**config.mk**
```make
export PLATFORM = sky130hd
export DESIGN_NAME = instruction_mix_dependency_profiler_flat
export DESIGN_NICKNAME = d
export VERILOG_FILES = /design/src/rtl/imp_pkg.sv /design/src/rtl/imp_if.sv /design/src/rtl/instruction_mix_dependency_profiler.sv /design/src/rtl/imp_front.sv /design/src/rtl/imp_queue.sv /design/src/rtl/imp_back.sv /design/src/flat_wrapper.sv
export SDC_FILE = /design/constraint.sdc
export NUM_CORES = 1
export LEC_CHECK = 0
export BUFFER_PORTS_ARGS = -buffer_cell sky130_fd_sc_hd__buf_2
export CORE_ASPECT_RATIO = 0.75
export CORE_MARGIN = 5
export CORE_UTILIZATION = 57
export CTS_CLUSTER_DIAMETER = 60
export DETAILED_ROUTE_END_ITERATION = 8
export HOLD_SLACK_MARGIN = 0.1
export PLACE_DENSITY = 0.86
export SYNTH_ARGS = -nofsm -noshare
export SYNTH_HDL_FRONTEND = slang
export SYNTH_HIERARCHICAL = 1
export SYNTH_SLANG_ARGS = --single-unit
```
**constraint.sdc**
```tcl
create_clock -name clk -period 5.7 [get_ports clk]
set_input_delay 0 -clock clk [delete_from_list [all_inputs] [get_ports clk]]
set_output_delay 0 -clock clk [all_outputs]
set_load 0.02 [all_outputs]
```
**src/rtl/imp_pkg.sv**
```systemverilog
// Shared types, opcodes and cycle costs for the instruction mix profiler.
package imp_pkg;

  localparam int unsigned INSTR_W       = 32;
  localparam int unsigned OUT_W         = 48;
  localparam int unsigned CNT_W_DEFAULT = 48;
  localparam int unsigned REG_W         = 6;
  localparam int unsigned CYC_W         = 6;
  localparam int unsigned QUEUE_DEPTH   = 2;

  // primary opcodes
  localparam logic [5:0] OP_SPECIAL = 6'h00;
  localparam logic [5:0] OP_J       = 6'h02;
  localparam logic [5:0] OP_JAL     = 6'h03;
  localparam logic [5:0] OP_BEQ     = 6'h04;
  localparam logic [5:0] OP_BNE     = 6'h05;
  localparam logic [5:0] OP_ADDIU   = 6'h09;
  localparam logic [5:0] OP_ANDI    = 6'h0c;
  localparam logic [5:0] OP_LUI     = 6'h0f;
  localparam logic [5:0] OP_TRAP    = 6'h1a;
  localparam logic [5:0] OP_LW      = 6'h23;
  localparam logic [5:0] OP_SW      = 6'h2b;

  // function codes under OP_SPECIAL
  localparam logic [5:0] FN_SLL  = 6'h00;
  localparam logic [5:0] FN_SRA  = 6'h03;
  localparam logic [5:0] FN_JR   = 6'h08;
  localparam logic [5:0] FN_MFHI = 6'h10;
  localparam logic [5:0] FN_MFLO = 6'h12;
  localparam logic [5:0] FN_MULT = 6'h18;
  localparam logic [5:0] FN_DIV  = 6'h1a;
  localparam logic [5:0] FN_ADDU = 6'h21;
  localparam logic [5:0] FN_SUBU = 6'h23;
  localparam logic [5:0] FN_SLT  = 6'h2a;

  // trap codes
  localparam logic [3:0] TR_PLAIN  = 4'h0;
  localparam logic [3:0] TR_PRINT  = 4'h1;
  localparam logic [3:0] TR_PROMPT = 4'h5;
  localparam logic [3:0] TR_STOP   = 4'ha;

  // register codes
  localparam logic [REG_W-1:0] REG_ZERO  = 6'd0;
  localparam logic [REG_W-1:0] REG_RA    = 6'd31;
  localparam logic [REG_W-1:0] HILO_CODE = 6'd32;

  // cycle costs
  localparam logic [CYC_W-1:0] CYC_ALU    = 6'd1;
  localparam logic [CYC_W-1:0] CYC_SHIFT  = 6'd2;
  localparam logic [CYC_W-1:0] CYC_JUMP   = 6'd2;
  localparam logic [CYC_W-1:0] CYC_MOVE   = 6'd3;
  localparam logic [CYC_W-1:0] CYC_TRAP   = 6'd3;
  localparam logic [CYC_W-1:0] CYC_MEM    = 6'd8;
  localparam logic [CYC_W-1:0] CYC_MULDIV = 6'd32;
  localparam logic [CYC_W-1:0] BR_PENALTY = 6'd2;

  typedef enum logic [1:0] {
    CLS_NONE,
    CLS_R,
    CLS_I,
    CLS_J
  } cls_t;

  // one decoded word as it travels from front to back
  typedef struct packed {
    logic             rd1_en;
    logic [REG_W-1:0] rd1;
    logic             rd2_en;
    logic [REG_W-1:0] rd2;
    logic [REG_W-1:0] wr;
    cls_t             cls;
    logic [CYC_W-1:0] cyc;
    logic             unk;
    logic             halt;
  } dec_t;

  typedef struct packed {
    logic full;
    logic empty;
  } q_stat_t;

endpackage

```
**src/rtl/imp_if.sv**
```systemverilog
// Handshake channels: instruction words in, running totals out.
interface imp_in_if import imp_pkg::*; ();
  logic               valid;
  logic               ready;
  logic [INSTR_W-1:0] instr_word;
  logic               branch_taken;

  modport source (output valid, output instr_word, output branch_taken, input ready);
  modport sink   (input valid, input instr_word, input branch_taken, output ready);
endinterface

interface imp_out_if import imp_pkg::*; ();
  logic             valid;
  logic             ready;
  logic [OUT_W-1:0] instr_total;
  logic [OUT_W-1:0] r_type_total;
  logic [OUT_W-1:0] i_type_total;
  logic [OUT_W-1:0] j_type_total;
  logic [OUT_W-1:0] zero_read_total;
  logic [OUT_W-1:0] cycle_total;
  logic [OUT_W-1:0] dep_one_total;
  logic [OUT_W-1:0] dep_two_total;
  logic [OUT_W-1:0] dep_three_total;
  logic             unimplemented;
  logic             halt;

  modport source (
    output valid, output instr_total, output r_type_total, output i_type_total,
    output j_type_total, output zero_read_total, output cycle_total,
    output dep_one_total, output dep_two_total, output dep_three_total,
    output unimplemented, output halt, input ready
  );
  modport sink (
    input valid, input instr_total, input r_type_total, input i_type_total,
    input j_type_total, input zero_read_total, input cycle_total,
    input dep_one_total, input dep_two_total, input dep_three_total,
    input unimplemented, input halt, output ready
  );
endinterface

```
**src/rtl/instruction_mix_dependency_profiler.sv**
```systemverilog
// Top level of the instruction mix and dependency profiler.
//
//  channel  | dir | handshake     | word contents
//  ---------+-----+---------------+------------------------------------------------
//  in_ch    | in  | valid / ready | instr_word, branch_taken
//  out_ch   | out | valid / ready | nine running totals, unimplemented, halt
//
// Sustained rate is one word per clock in and one per clock out while out_ch.ready
// stays high. A word that is taken is first written into a decode queue slot, then
// its counts are registered in the back-end counters that show its totals.
// rst (synchronous, active high) empties the queue, zeroes every counter and
// fills the write history with register zero.
// While a result waits on out_ch the queue keeps taking words until its two
// slots are full; in_ch.ready then drops until the back end moves again.
//
// Structure: imp_front decodes and classifies each word, imp_queue holds the
// decoded entries, imp_back owns the three-entry write history, matches source
// reads against it and keeps the saturating counters that drive out_ch.
// Counters are COUNTER_WIDTH wide and are shown zero-extended or cut to 48 bits.
module instruction_mix_dependency_profiler import imp_pkg::*; #(
  parameter int unsigned COUNTER_WIDTH = CNT_W_DEFAULT
) (
  input  logic      clk,
  input  logic      rst,
  imp_in_if.sink    in_ch,
  imp_out_if.source out_ch
);

  q_stat_t qstat;
  logic    push;
  logic    pop;
  dec_t    push_dec;
  dec_t    head;

  // decode: no state, ready follows queue space
  imp_front u_front (
    .in_ch    (in_ch),
    .qstat    (qstat),
    .push     (push),
    .push_dec (push_dec)
  );

  // decouples decode from counting so either side may stall
  imp_queue u_queue (
    .clk      (clk),
    .rst      (rst),
    .push     (push),
    .push_dec (push_dec),
    .pop      (pop),
    .head     (head),
    .qstat    (qstat)
  );

  // the counter registers themselves are the result word
  imp_back #(
    .COUNTER_WIDTH (COUNTER_WIDTH)
  ) u_back (
    .clk    (clk),
    .rst    (rst),
    .qstat  (qstat),
    .head   (head),
    .pop    (pop),
    .out_ch (out_ch)
  );

endmodule

```
**src/rtl/imp_front.sv**
```systemverilog
// Front end: takes instruction words and decodes them into queue entries.
module imp_front import imp_pkg::*; (
  imp_in_if.sink   in_ch,
  input  q_stat_t  qstat,
  output logic     push,
  output dec_t     push_dec
);

  logic [5:0] op;
  logic [4:0] rs;
  logic [4:0] rt;
  logic [4:0] rd;
  logic [5:0] fn;
  logic [3:0] tc;

  assign op = in_ch.instr_word[31:26];
  assign rs = in_ch.instr_word[25:21];
  assign rt = in_ch.instr_word[20:16];
  assign rd = in_ch.instr_word[15:11];
  assign fn = in_ch.instr_word[5:0];
  assign tc = in_ch.instr_word[3:0];

  assign in_ch.ready = !qstat.full;
  assign push        = in_ch.valid && !qstat.full;

  always_comb begin
    push_dec     = '0;
    push_dec.cls = CLS_NONE;
    case (op)
      OP_SPECIAL: begin
        push_dec.cls = CLS_R;
        case (fn)
          FN_SLL, FN_SRA: begin
            push_dec.rd1_en = 1'b1;
            push_dec.rd1    = {1'b0, rs};
            push_dec.wr     = {1'b0, rd};
            push_dec.cyc    = CYC_SHIFT;
          end
          FN_JR: begin
            push_dec.rd1_en = 1'b1;
            push_dec.rd1    = {1'b0, rs};
            push_dec.cyc    = CYC_JUMP;
          end
          FN_MFHI, FN_MFLO: begin
            push_dec.rd1_en = 1'b1;
            push_dec.rd1    = HILO_CODE;
            push_dec.wr     = {1'b0, rd};
            push_dec.cyc    = CYC_MOVE;
          end
          FN_MULT, FN_DIV: begin
            push_dec.rd1_en = 1'b1;
            push_dec.rd1    = {1'b0, rs};
            push_dec.rd2_en = 1'b1;
            push_dec.rd2    = {1'b0, rt};
            push_dec.wr     = HILO_CODE;
            push_dec.cyc    = CYC_MULDIV;
          end
          FN_ADDU, FN_SUBU, FN_SLT: begin
            push_dec.rd1_en = 1'b1;
            push_dec.rd1    = {1'b0, rs};
            push_dec.rd2_en = 1'b1;
            push_dec.rd2    = {1'b0, rt};
            push_dec.wr     = {1'b0, rd};
            push_dec.cyc    = CYC_ALU;
          end
          default: push_dec.unk = 1'b1;
        endcase
      end
      OP_J: begin
        push_dec.cls = CLS_J;
        push_dec.cyc = CYC_JUMP;
      end
      OP_JAL: begin
        push_dec.cls = CLS_J;
        push_dec.cyc = CYC_JUMP;
        push_dec.wr  = REG_RA;
      end
      OP_BEQ, OP_BNE: begin
        push_dec.cls    = CLS_I;
        push_dec.rd1_en = 1'b1;
        push_dec.rd1    = {1'b0, rs};
        push_dec.rd2_en = 1'b1;
        push_dec.rd2    = {1'b0, rt};
        push_dec.cyc    = in_ch.branch_taken ? (CYC_ALU + BR_PENALTY) : CYC_ALU;
      end
      OP_ADDIU, OP_ANDI, OP_LW: begin
        push_dec.cls    = CLS_I;
        push_dec.rd1_en = 1'b1;
        push_dec.rd1    = {1'b0, rs};
        push_dec.wr     = {1'b0, rt};
        push_dec.cyc    = (op == OP_LW) ? CYC_MEM : CYC_ALU;
      end
      OP_LUI: begin
        push_dec.cls = CLS_I;
        push_dec.wr  = {1'b0, rt};
        push_dec.cyc = CYC_ALU;
      end
      OP_SW: begin
        push_dec.cls    = CLS_I;
        push_dec.rd1_en = 1'b1;
        push_dec.rd1    = {1'b0, rs};
        push_dec.rd2_en = 1'b1;
        push_dec.rd2    = {1'b0, rt};
        push_dec.cyc    = CYC_MEM;
      end
      OP_TRAP: begin
        push_dec.cls = CLS_J;
        push_dec.cyc = CYC_TRAP;
        case (tc)
          TR_PLAIN: ;
          TR_PRINT: begin
            push_dec.rd1_en = 1'b1;
            push_dec.rd1    = {1'b0, rs};
          end
          TR_PROMPT: push_dec.wr   = {1'b0, rt};
          TR_STOP:   push_dec.halt = 1'b1;
          default:   push_dec.unk  = 1'b1;
        endcase
      end
      default: push_dec.unk = 1'b1;
    endcase

    // unknown words only bump the instruction count and shift in no write
    if (push_dec.unk) begin
      push_dec.cls    = CLS_NONE;
      push_dec.rd1_en = 1'b0;
      push_dec.rd2_en = 1'b0;
      push_dec.wr     = REG_ZERO;
      push_dec.cyc    = '0;
      push_dec.halt   = 1'b0;
    end
  end

endmodule

```
**src/rtl/imp_queue.sv**
```systemverilog
// Short queue of decoded words between front and back.
module imp_queue import imp_pkg::*; (
  input  logic    clk,
  input  logic    rst,
  input  logic    push,
  input  dec_t    push_dec,
  input  logic    pop,
  output dec_t    head,
  output q_stat_t qstat
);

  localparam int unsigned PTR_W = (QUEUE_DEPTH > 1) ? $clog2(QUEUE_DEPTH) : 1;
  localparam int unsigned CNT_W = $clog2(QUEUE_DEPTH + 1);
  localparam logic [PTR_W-1:0] LAST = PTR_W'(QUEUE_DEPTH - 1);

  dec_t             slots [QUEUE_DEPTH];
  logic [PTR_W-1:0] wr_ptr;
  logic [PTR_W-1:0] rd_ptr;
  logic [CNT_W-1:0] count;

  assign head        = slots[rd_ptr];
  assign qstat.full  = (count == CNT_W'(QUEUE_DEPTH));
  assign qstat.empty = (count == '0);

  always_ff @(posedge clk) begin
    if (push) begin
      slots[wr_ptr] <= push_dec;
    end
  end

  always_ff @(posedge clk) begin
    if (rst) begin
      wr_ptr <= '0;
      rd_ptr <= '0;
      count  <= '0;
    end else begin
      if (push) begin
        wr_ptr <= (wr_ptr == LAST) ? '0 : wr_ptr + 1'b1;
      end
      if (pop) begin
        rd_ptr <= (rd_ptr == LAST) ? '0 : rd_ptr + 1'b1;
      end
      case ({push, pop})
        2'b10:   count <= count + 1'b1;
        2'b01:   count <= count - 1'b1;
        default: count <= count;
      endcase
    end
  end

endmodule

```
**src/rtl/imp_back.sv**
```systemverilog
// Back end: write history, dependency matching and saturating totals.
module imp_back import imp_pkg::*; #(
  parameter int unsigned COUNTER_WIDTH = CNT_W_DEFAULT
) (
  input  logic     clk,
  input  logic     rst,
  input  q_stat_t  qstat,
  input  dec_t     head,
  output logic     pop,
  imp_out_if.source out_ch
);

  typedef logic [COUNTER_WIDTH-1:0] cnt_t;

  function automatic cnt_t sat_add(input cnt_t c, input cnt_t inc);
    logic [COUNTER_WIDTH:0] s;
    s = {1'b0, c} + {1'b0, inc};
    return s[COUNTER_WIDTH] ? '1 : s[COUNTER_WIDTH-1:0];
  endfunction

  logic [REG_W-1:0] hist [3];
  cnt_t instr_cnt, r_cnt, i_cnt, j_cnt, zero_cnt, cyc_cnt;
  cnt_t dep_cnt [3];
  logic out_valid;
  logic unk_q;
  logic halt_q;

  logic [1:0]       rd_en;
  logic [REG_W-1:0] rd_reg [2];
  logic [1:0]       zero_hit;
  logic [1:0]       dep_hit [3];
  logic [1:0]       zero_inc;
  logic [1:0]       dep_inc [3];

  assign pop = !qstat.empty && (!out_valid || out_ch.ready);

  assign rd_en     = {head.rd2_en, head.rd1_en};
  assign rd_reg[0] = head.rd1;
  assign rd_reg[1] = head.rd2;

  // each read goes to the newest matching history slot; zero never matches
  always_comb begin
    for (int i = 0; i < 2; i++) begin
      zero_hit[i]   = rd_en[i] && (rd_reg[i] == REG_ZERO);
      dep_hit[0][i] = rd_en[i] && !zero_hit[i] && (rd_reg[i] == hist[0]);
      dep_hit[1][i] = rd_en[i] && !zero_hit[i] && !dep_hit[0][i]
                      && (rd_reg[i] == hist[1]);
      dep_hit[2][i] = rd_en[i] && !zero_hit[i] && !dep_hit[0][i] && !dep_hit[1][i]
                      && (rd_reg[i] == hist[2]);
    end
    zero_inc = {1'b0, zero_hit[0]} + {1'b0, zero_hit[1]};
    for (int k = 0; k < 3; k++) begin
      dep_inc[k] = {1'b0, dep_hit[k][0]} + {1'b0, dep_hit[k][1]};
    end
  end

  always_ff @(posedge clk) begin
    if (rst) begin
      out_valid <= 1'b0;
      unk_q     <= 1'b0;
      halt_q    <= 1'b0;
      instr_cnt <= '0;
      r_cnt     <= '0;
      i_cnt     <= '0;
      j_cnt     <= '0;
      zero_cnt  <= '0;
      cyc_cnt   <= '0;
      for (int k = 0; k < 3; k++) begin
        hist[k]    <= REG_ZERO;
        dep_cnt[k] <= '0;
      end
    end else if (pop) begin
      out_valid <= 1'b1;
      unk_q     <= head.unk;
      halt_q    <= head.halt;
      instr_cnt <= sat_add(instr_cnt, cnt_t'(1));
      r_cnt     <= sat_add(r_cnt, cnt_t'(head.cls == CLS_R));
      i_cnt     <= sat_add(i_cnt, cnt_t'(head.cls == CLS_I));
      j_cnt     <= sat_add(j_cnt, cnt_t'(head.cls == CLS_J));
      zero_cnt  <= sat_add(zero_cnt, cnt_t'(zero_inc));
      cyc_cnt   <= sat_add(cyc_cnt, cnt_t'(head.cyc));
      for (int k = 0; k < 3; k++) begin
        dep_cnt[k] <= sat_add(dep_cnt[k], cnt_t'(dep_inc[k]));
      end
      hist[0] <= head.wr;
      hist[1] <= hist[0];
      hist[2] <= hist[1];
    end else if (out_ch.ready) begin
      out_valid <= 1'b0;
    end
  end

  assign out_ch.valid           = out_valid;
  assign out_ch.instr_total     = OUT_W'(instr_cnt);
  assign out_ch.r_type_total    = OUT_W'(r_cnt);
  assign out_ch.i_type_total    = OUT_W'(i_cnt);
  assign out_ch.j_type_total    = OUT_W'(j_cnt);
  assign out_ch.zero_read_total = OUT_W'(zero_cnt);
  assign out_ch.cycle_total     = OUT_W'(cyc_cnt);
  assign out_ch.dep_one_total   = OUT_W'(dep_cnt[0]);
  assign out_ch.dep_two_total   = OUT_W'(dep_cnt[1]);
  assign out_ch.dep_three_total = OUT_W'(dep_cnt[2]);
  assign out_ch.unimplemented   = unk_q;
  assign out_ch.halt            = halt_q;

endmodule

```
**src/flat_wrapper.sv**
```systemverilog
// flat-port wrapper written by rule: the top's interface ports become plain ports
module instruction_mix_dependency_profiler_flat import imp_pkg::*;
#(
  parameter int unsigned COUNTER_WIDTH = CNT_W_DEFAULT
)
  (clk, rst, in_ch_valid, in_ch_instr_word, in_ch_branch_taken, in_ch_ready, out_ch_valid, out_ch_instr_total, out_ch_r_type_total, out_ch_i_type_total, out_ch_j_type_total, out_ch_zero_read_total, out_ch_cycle_total, out_ch_dep_one_total, out_ch_dep_two_total, out_ch_dep_three_total, out_ch_unimplemented, out_ch_halt, out_ch_ready);
  imp_in_if in_ch_i ();
  imp_out_if out_ch_i ();
  input  logic clk;
  input  logic rst;
  input wire logic [$bits(in_ch_i.valid)-1:0] in_ch_valid;
  input wire logic [$bits(in_ch_i.instr_word)-1:0] in_ch_instr_word;
  input wire logic [$bits(in_ch_i.branch_taken)-1:0] in_ch_branch_taken;
  output wire logic [$bits(in_ch_i.ready)-1:0] in_ch_ready;
  output wire logic [$bits(out_ch_i.valid)-1:0] out_ch_valid;
  output wire logic [$bits(out_ch_i.instr_total)-1:0] out_ch_instr_total;
  output wire logic [$bits(out_ch_i.r_type_total)-1:0] out_ch_r_type_total;
  output wire logic [$bits(out_ch_i.i_type_total)-1:0] out_ch_i_type_total;
  output wire logic [$bits(out_ch_i.j_type_total)-1:0] out_ch_j_type_total;
  output wire logic [$bits(out_ch_i.zero_read_total)-1:0] out_ch_zero_read_total;
  output wire logic [$bits(out_ch_i.cycle_total)-1:0] out_ch_cycle_total;
  output wire logic [$bits(out_ch_i.dep_one_total)-1:0] out_ch_dep_one_total;
  output wire logic [$bits(out_ch_i.dep_two_total)-1:0] out_ch_dep_two_total;
  output wire logic [$bits(out_ch_i.dep_three_total)-1:0] out_ch_dep_three_total;
  output wire logic [$bits(out_ch_i.unimplemented)-1:0] out_ch_unimplemented;
  output wire logic [$bits(out_ch_i.halt)-1:0] out_ch_halt;
  input wire logic [$bits(out_ch_i.ready)-1:0] out_ch_ready;
  assign in_ch_i.valid = in_ch_valid;
  assign in_ch_i.instr_word = in_ch_instr_word;
  assign in_ch_i.branch_taken = in_ch_branch_taken;
  assign in_ch_ready = in_ch_i.ready;
  assign out_ch_valid = out_ch_i.valid;
  assign out_ch_instr_total = out_ch_i.instr_total;
  assign out_ch_r_type_total = out_ch_i.r_type_total;
  assign out_ch_i_type_total = out_ch_i.i_type_total;
  assign out_ch_j_type_total = out_ch_i.j_type_total;
  assign out_ch_zero_read_total = out_ch_i.zero_read_total;
  assign out_ch_cycle_total = out_ch_i.cycle_total;
  assign out_ch_dep_one_total = out_ch_i.dep_one_total;
  assign out_ch_dep_two_total = out_ch_i.dep_two_total;
  assign out_ch_dep_three_total = out_ch_i.dep_three_total;
  assign out_ch_unimplemented = out_ch_i.unimplemented;
  assign out_ch_halt = out_ch_i.halt;
  assign out_ch_i.ready = out_ch_ready;
  instruction_mix_dependency_profiler #(.COUNTER_WIDTH(COUNTER_WIDTH)) u_core (.clk(clk), .rst(rst), .in_ch(in_ch_i), .out_ch(out_ch_i));
endmodule
```
==> flow_summary.ini <==
[logic_synthesis]
ys_warn_count = 6
syn_area_sq_mm = 0.0262
synth_top_area_cell = edfxtp_1
synth_top_family_by_area = simple AND/OR/NAND/NOR gates
synth_edf_count = 222
synth_fa_ha_area_share_pct = 1.24
synthTopCellsByArea = edfxtp_1 (25%), dfxtp_1 (23%), xnor2_1 (7.3%)
synth.distinct_cells = 78
synth-seq-area-share_pct = 48.1
synth.area.mux_share_pct = 1.48
syn_area_per_cell_sq_um = 9.53
yosys.area_share.simple_pct = 21.7
synth_xor_area_share_pct = 13.5
ys_seq_elements = 518
netlist_instances = 2749
ys_async_sr_fraction_pct = 0
yosysTopAreaCellShare_pct = 25.5
synth-compound-area-share_pct = 11.0
synthFlopType = dfxtp_1

[cells_and_area]
num_antenna_cells = 0
area_growth_syn_to_layout_pct = 18.9
drive_above_1_share_pct = 19.8
fin_nets = 3269
stdcell_area_sq_mm = 0.0311

[worst_hold_path]
hold_start = in_ch_instr_word[26]
hold_depth = 4
min_to = u_core/u_queue/slots[1][0]
min_path_type = primary input to register

[drt]
via_per_inst = 6.22
drc = 0
wirelength_mm = 78.2
antenna_left = 0
post_drt_wl_per_cell_um = 20.3
drt_pre_antenna_iters = 8
num_vias = 23900
dr.first_iter.drc_count = 3221

[pwr]
p_clk_share_pct = 30.3
intPower_mw = 7.55
combPwrFrac_pct = 24.0
power.leakage_nw = 11.9
ir_drop_uv = 243
switching_power_mw = 4.00
seqPwrFrac_pct = 45.7
switching_share_pct = 34.6
powerDensity_mw_per_mm2 = 371

[sta]
tns_ps = 0
fin_ws_ps = 362
report.final.slew_viol_count = 0
hold_viol = 0
max_freq_mhz = 187
rsz0062_at_grt = no
hold_slack_ps = 196
slew_headroom_pct = 28.2
final.period_utilization_pct = 93.6
setup_violations = 0
worst_pin_slew_ps = 1080
min_period_ps = 5340
clock_skew_ps = 14.9

[worst_setup_path]
slowest_delay_ps = 670
cp.arrival_ps = 5740
critPathMaxFanout = 31
r2r-end = u_core/u_back/dep_cnt[0][109]
end_kind = register
path_class = register to register
worstSetupStartpointType = register
rrSetupSlack_ps = 360
cp.required_ps = 6100
reg2reg_depth = 15
cp_slowest_cell = dfxtp_1
cp_cell_sequence = buf_4 > mux2_2 > xnor2_1 > nand4_1 > nor3_1 > o31ai_1 > nor2_1 > fa_1 > ha_1 > nand3_1 > nor3_1 > and3_1 > nand3_1 > buf_12 > a21oi_1

[die]
initial_core_util_pct = 57.3
rows = 68
io_pins = 473
die_area_sq_mm = 0.0504
die_w_um = 258
die_h_um = 196
core-area_sq_mm = 0.0457

[placed_design]
numPortBuffers = 467
dpl.hpwl_mm = 54.4
place_area_sq_mm = 0.0290
place_ws_ps = 610
gp_congestion = 0.982

[clock_tree]
post-cts-setup-buffer-count = 0
clock_sink_count = 518
ctsRootBufferMaster = clkbuf_16
clkTransAtPathRegs_ps = 60
cts.path.max_buffers = 3
cts_buffers = 52
clk_latency_ps = 590
cts_tree = done
htree_levels = 2

[global_route]
grt_first_pass_wirelength_mm = 122
overflow = 0
grt_pass1_vias = 22600
grt_max_degree = 127
track_usage_pct = 29.0
grt_antenna_before_repair = 2

[outcome]
status = finished clean

[flow_run]
drv_cap = 0
-- through the flow --
stage                     total power [mW]  utilization, %  instances
after floorplan                       7.01               -       2751
after global placement                7.91            63.5       3711
after detailed placement              8.04            63.5       3711
after CTS                             11.6            68.2       3848
after global routing                  12.0            68.2       3848
final                                 11.6            68.2       3848
-- per-layer routing --
metal,up-vias,wire length [um],track usage (%)
met4,0,2810,10.0
met1,11400,30900,38.3
met5,-,0,0
li1,10900,-,-
met2,1350,36700,47.2
met3,217,7890,7.01
-- state kept, by name (all words and copies together), names as in the netlist, named ones only --
signal / count
u_core/u_queue/slots: 60
u_core/u_back/out_ch.zero_read_total: 48
u_core/u_back/out_ch.instr_total: 48
u_core/u_back/out_ch.valid: 1
u_core/u_back/dep_cnt: 144
u_core/u_back/out_ch.i_type_total: 48
u_core/u_back/hist: 18
u_core/u_back/out_ch.r_type_total: 48
u_core/u_queue/wr_ptr: 1
u_core/u_back/out_ch.halt: 1
u_core/u_back/out_ch.cycle_total: 48
u_core/u_queue/rd_ptr: 1
u_core/u_queue/count: 2
u_core/u_back/out_ch.unimplemented: 1
u_core/u_back/out_ch.j_type_total: 48
-- how the worst max path moves through the flow --
stage,start,end,slack [ps],depth (start not counted)
2_1_floorplan,u_core/u_queue/count[0],u_core/u_back/dep_cnt[0][0],540,5
3_3_place_gp,register,u_core/u_back/dep_cnt[0][96],920,15
3_5_place_dp,register,u_core/u_back/dep_cnt[0][107],610,15
4_1_cts,register,u_core/u_back/dep_cnt[0][107],530,15
5_1_grt,register,u_core/u_back/dep_cnt[0][98],190,15
6_report,register,u_core/u_back/dep_cnt[0][109],360,15
-- power by group through the flow --
stage	logic (mW)	clock network [mW]	registers [mW]
after floorplan	1.27	0	5.74
after global placement	2.64	0	5.27
after detailed placement	2.71	0	5.33
after CTS	2.75	3.56	5.26
after global routing	2.94	3.72	5.36
final	2.77	3.51	5.28
-- synthesized netlist by cell type, types with 26 or more instances --
cell type  instances
o21ai_0          123
xor2_1           184
nand2_1          173
dfxtp_1          296
inv_1             64
nor4_1            43
and4_1            47
nand4_1          107
nand3_1          170
xnor2_1          219
a21oi_1          296
clkbuf_1         100
nor3_1           130
nor2_1           160
and2_1            26
mux2_2            30
edfxtp_1         222
and3_1           111
-- worst max-delay path: cells and delay by family, from the launching register on --
kind	cells	cell delay (ps)
adders and majority gates	2	640
and+or+nand+nor	7	2280
xor gates and xnor gates	1	190
DFF	1	670
AOI/OAI and AO/OA	2	300
buffers and inverters	2	640
muxes	1	410
-- logic make-up after synthesis --
family / count (synthesis)
DFF: 518
muxes: 35
xor gates and xnor gates: 403
other: 1
adders and majority gates: 23
AOI/OAI and AO/OA: 516
buffers and inverters: 195
and+or+nand+nor: 1058
-- layout by cell type, fill, tap and decap left out, types with 7 or more instances in the layout --
master | Yosys | routed
clkbuf_8 | 0 | 7
xnor2_1 | 219 | 219
o21ai_0 | 123 | 123
nor4_1 | 43 | 43
clkbuf_16 | 0 | 54
nand3_1 | 170 | 170
nand2_1 | 173 | 171
a31oi_1 | 18 | 18
buf_2 | 21 | 466
dlygate4sd3_1 | 0 | 39
or2_2 | 7 | 7
buf_4 | 3 | 25
ha_1 | 18 | 18
edfxtp_1 | 222 | 222
and2_1 | 26 | 26
xor2_1 | 184 | 184
mux2_2 | 30 | 30
and3_1 | 111 | 111
o211ai_1 | 8 | 8
a311oi_1 | 7 | 7
inv_1 | 64 | 64
nand4_1 | 107 | 107
nor2b_1 | 16 | 16
nor2_1 | 160 | 159
a21oi_1 | 296 | 296
clkbuf_1 | 100 | 9
a211oi_1 | 18 | 18
dfxtp_1 | 296 | 296
clkinv_2 | 0 | 10
nor3_1 | 130 | 130
or3_1 | 17 | 17
and4_1 | 47 | 47
-- timing repair --
item,in CTS,in global routing
hold buffers,39,0
gates resized for setup,0,0
endpoints found under the hold margin,101,0
-- area by class of cell --
| class | instances | area, sq um |
|---|---|---|
| clock buffer | 69 | 1470 |
| clock inverter | 29 | 274 |
| sequential | 518 | 12600 |
| inverter | 66 | 248 |
| fill | 3335 | 14600 |
| timing repair buffer | 533 | 2960 |
| multi-input combinational | 2038 | 12800 |
| tap | 595 | 744 |
Note: power is estimated with default switching activity, not from simulation.
